**src/rtl/date_bucket_hash_table_assert.svh**
```systemverilog
// assertion macros for the date bucket hash table
// used by the top level, which must provide clk and arst_n
`ifndef DATE_BUCKET_HASH_TABLE_ASSERT_SVH
`define DATE_BUCKET_HASH_TABLE_ASSERT_SVH
`ifndef NO_ASSERTIONS
`define DBHT_ASSERT_SAME(lbl, ante, cons, msg) \
	lbl: assert property (@(posedge clk) disable iff (!arst_n) (ante) |-> (cons)) \
		else $error(msg);
`define DBHT_ASSERT_NEXT(lbl, ante, cons, msg) \
	lbl: assert property (@(posedge clk) disable iff (!arst_n) (ante) |=> (cons)) \
		else $error(msg);
`else
`define DBHT_ASSERT_SAME(lbl, ante, cons, msg)
`define DBHT_ASSERT_NEXT(lbl, ante, cons, msg)
`endif
`endif

```
**src/rtl/dbht_pkg.sv**
```systemverilog
// shared types and constants of the date bucket hash table
// no dependencies
package dbht_pkg;

	localparam int DAY_W   = 5;
	localparam int MON_W   = 4;
	localparam int KEY_W   = DAY_W + MON_W;
	localparam int NW      = 7;
	localparam int FRAC_W  = 16;
	localparam int LOAD_W  = 17;
	localparam int DIV_W   = NW + FRAC_W;
	localparam int STEP_W  = 5;
	localparam int MATCH_W = 5;

	localparam logic [STEP_W-1:0] HASH_STEPS = STEP_W'(KEY_W);
	localparam logic [STEP_W-1:0] LOAD_STEPS = STEP_W'(DIV_W);

	typedef enum logic [1:0] {
		ACT_INSERT = 2'd0,
		ACT_QUERY  = 2'd1,
		ACT_OCCUPY = 2'd2,
		ACT_NONE   = 2'd3
	} dbht_action_t;

	typedef struct packed {
		logic              load;
		logic [DIV_W-1:0]  dividend;
		logic [NW-1:0]     divisor;
		logic [STEP_W-1:0] steps;
	} dbht_div_cmd_t;

	typedef struct packed {
		logic             busy;
		logic [DIV_W-1:0] quot;
		logic [NW-1:0]    rem;
	} dbht_div_stat_t;

endpackage

```
**src/rtl/dbht_div.sv**
```systemverilog
// shared restoring divider, one quotient bit per cycle
// serves the bucket hash modulo and the load fraction; uses dbht_pkg
module dbht_div
	import dbht_pkg::*;
(
	input  logic           clk,
	input  logic           arst_n,
	input  dbht_div_cmd_t  cmd,
	output dbht_div_stat_t stat
);

	logic [DIV_W-1:0]  quo_q;
	logic [NW-1:0]     rem_q;
	logic [NW-1:0]     dvs_q;
	logic [STEP_W-1:0] cnt_q;
	logic [NW:0]       trial;
	logic              ge;

	assign trial = {rem_q, quo_q[DIV_W-1]};
	assign ge    = trial >= {1'b0, dvs_q};

	always_ff @(posedge clk or negedge arst_n) begin
		if (!arst_n) begin
			cnt_q <= '0;
		end else if (cmd.load) begin
			cnt_q <= cmd.steps;
		end else if (cnt_q != '0) begin
			cnt_q <= cnt_q - 1'b1;
		end
	end

	always_ff @(posedge clk) begin
		if (cmd.load) begin
			quo_q <= cmd.dividend;
			rem_q <= '0;
			dvs_q <= cmd.divisor;
		end else if (cnt_q != '0) begin
			// trial stays below the divisor when ge is low, so it fits
			rem_q <= ge ? NW'(trial - {1'b0, dvs_q}) : trial[NW-1:0];
			quo_q <= {quo_q[DIV_W-2:0], ge};
		end
	end

	assign stat.busy = cnt_q != '0;
	assign stat.quot = quo_q;
	assign stat.rem  = rem_q;

endmodule

```
**config.mk**
```make
export PLATFORM = sky130hd
export DESIGN_NAME = dbht_div
export DESIGN_NICKNAME = d
export VERILOG_FILES = /design/src/rtl/date_bucket_hash_table_assert.svh /design/src/rtl/dbht_pkg.sv /design/src/rtl/dbht_div.sv
export SDC_FILE = /design/constraint.sdc
export NUM_CORES = 1
export LEC_CHECK = 0
export BUFFER_PORTS_ARGS = -buffer_cell sky130_fd_sc_hd__buf_4
export CELL_PAD_IN_SITES_DETAIL_PLACEMENT = 1
export CELL_PAD_IN_SITES_GLOBAL_PLACEMENT = 1
export CORE_AREA = 4 4 77 79
export DETAILED_ROUTE_END_ITERATION = 8
export DIE_AREA = 0 0 81 83
export GPL_TIMING_DRIVEN = 1
export PLACE_DENSITY_LB_ADDON = 0.05
export SETUP_SLACK_MARGIN = 0.4
export SYNTH_ARGS = -nofsm -noshare
export SYNTH_HDL_FRONTEND = slang
export SYNTH_SLANG_ARGS = --single-unit
```
**constraint.sdc**
```tcl
create_clock -name clk -period 3.96 [get_ports clk]
set_clock_uncertainty 0.05 [all_clocks]
set_input_delay 0.594 -clock clk [delete_from_list [all_inputs] [get_ports clk]]
set_output_delay 0.594 -clock clk [all_outputs]
set_load 0.01 [all_outputs]
```
==> impl_metrics.toml <==
[timing]
min_period_ns = 2.60
drv_slew = 0
setup_viol = 0
holdWs_ns = 0.0347
finalCritPeriodShare_pct = 65.7
tns_ns = 0
rsz0062_at_grt = "no"
hold_viol_final = 0
max_freq_mhz = 384
worst_pin_slew_ns = 1.03
max_slew_margin_pct = 31.5

[final_layout]
diodes = 0
drive_gt1_share_pct = 44.4
fill_cells = 611
final_cell_mix = "68 x buf_4, 30 x edfxtp_1, 24 x mux2_2"
mostFrequentLayoutCell = "buf_4"
area_growth_pct = 29.3
finalNetCount = 287
final_cells = 313

[logic_synthesis]
synth.distinct_cells = 43
avgSynthCellArea_sq_um = 12.6
synth_ff_type = "edfxtp_1"
seq_area_frac_synth_pct = 53.6
yosys_register_bits = 42
yosys-top-cells-area = "edfxtp_1 41%, mux2_2 12%, dfxtp_1 6.4%"
async_flop_share_pct = 11.9
synth_warnings = 0
synthesis.instances = 173
synth-edff-count = 30
synth_top_area_cell = "edfxtp_1"
syn-num-nets = 220
yosys.area.top_type_share_pct = 41.4
synth_area_sq_um = 2180

[route]
drt_iter0_drc = 52
finalWirelength_mm = 5.13
drc_errors = 0
vias = 1563
drt_first_pass_iters = 4
wl_per_cell_microns = 16.4
drtAntennaViolNets = 0
viasPerCell = 4.99

[grt]
grt_pass1_vias = 1630
grt_antenna_before_repair = 0
grt_pass1_wl_mm = 8.17
overflow = 0
grt_util_all_layers_pct = 15.9
grt_max_degree = 50

[setup_path]
r2r-end = "rem_q[0]"
rrSetupSlack_ns = 1.36
worstPathMaxFanout = 11
critPathRequiredTime_ns = 4.12
cp.arrival_ns = 2.76
timing.rr.start = "quo_q[22]"
endpoint_kind = "flop"
startpoint_type = "flop"
worstSetupPathType = "reg2reg"
ff2ff_path_depth = 8

[floorplan]
placementRows = 27
ioPinCount = 69
fp.dieW_microns = 81
chipHeight_microns = 83
core_area_sq_um = 5340
initial_core_util_pct = 40.8
dieArea_sq_um = 6720

[cts]
cts_setup_buffers = 0
htree_levels = 2
cts_resized = 0
cts_tree = "done"
cts-root-buf = "clkbuf_8"
clkSlewWorstSetupHoldPaths_ns = 0.08
cts_made_buffers = 5
ctsHoldBuffers = 0
worstSkewPairLatency_ns = 0.29
cts_max_path_buffers = 2
cts_sinks = 42

[place]
dp_hpwl_mm = 3.86
dp_cells = 305
routabilityCongestion = 0.767
port_buffers = 68

[run]
maxCapViolations = 0

[outcome]
status = "complete, no violations"

[power_and_ir_drop]
p_leak_nw = 1.24
p_per_area_nw_per_um2 = 557
ir_drop_mv = 0.210

[min_path]
hold_class = "in2async"
==> layer usage <==
metal	part of all wire (%)	vias to the layer above	global-route usage [%]	wire, microns
li1	-	762	-	-
met1	45	754	21.0	2280
met2	49	41	25.3	2540
met3	4.8	6	4.12	244
met4	1.2	0	4.61	63
met5	0	-	0	0
==> state kept, by name, indices dropped and copies added, names as in the netlist <==
name,count
rem_q,7
cnt_q,5
dvs_q,7
quo_q,23
==> synthesized netlist by cell type, drive strengths merged (2+ instances only) <==
cell type  instances
a211oi             7
a21oi              8
and2b              2
buf                5
clkbuf             3
dfrtp              5
dfxtp              7
edfxtp            30
ha                 8
inv               12
mux2              24
mux2i              6
nand2              6
nand2b             2
nor2              15
nor3               5
nor3b              2
o21ai              5
o31ai              2
xnor2              4
xor2               2
==> critical path: stages, from the launching register on <==
cell,delay (ns)
edfxtp_1,0.39
inv_1,0.10
ha_1,0.20
fa_1,0.22
nand2b_1,0.18
a211oi_2,0.09
nor3_2,0.66
mux2_2,0.41
a211oi_1,0.21
==> worst max-delay path by stage <==
stage | from | end | cells after the start
4_1_cts | quo_q[22] | rem_q[0] | 8
2_1_floorplan | quo_q[22] | rem_q[6] | 9
5_1_grt | quo_q[22] | rem_q[0] | 8
3_5_place_dp | quo_q[22] | rem_q[0] | 8
3_3_place_gp | quo_q[22] | rem_q[0] | 8
6_report | quo_q[22] | rem_q[0] | 8
==> metrics by stage <==
| stage | util [%] | instance area, sq um | power (mW) | setup slack, ns |
|---|---|---|---|---|
| after floorplan | - | 2180 | 1.10 | 1.87 |
| after global placement | 51.1 | 2730 | 1.29 | 1.51 |
| after detailed placement | 51.1 | 2730 | 1.31 | 1.41 |
| after CTS | 52.7 | 2820 | 1.60 | 1.36 |
| after global routing | 52.7 | 2820 | 1.68 | 1.15 |
| final | 52.7 | 2820 | 1.57 | 1.36 |
==> final cells by class <==
type	count	area, sq um	share of cell area, %
Timing Repair Buffer	68	510	18.1
Inverter	13	62.6	2.22
Clock inverter	3	16.3	0.578
Clock buffer	5	68.8	2.44
Sequential cell	42	1170	41.4
Tap cell	72	90.1	3.20
Multi-Input combinational cell	110	901	32.0
==> report_power, final <==
group          switching [mW]  internal (mW)
clock                   0.149          0.121
sequential             0.0691          0.574
combinational           0.322          0.334
==> kinds of logic (layout without fill, tap and decap cells) <==
kind of cell,count (synthesis),count (layout),share of synthesized area [%]
adders and majority gates,9,9,5.52
muxes,30,30,15.2
AOI/OAI and AO/OA,27,27,8.33
and+or+nand+nor,38,38,9.94
DFF,42,42,53.6
xor gates and xnor gates,6,6,2.41
buffers and inverters,21,89,5.06
No activity file was read; power rests on OpenSTA's default activity.
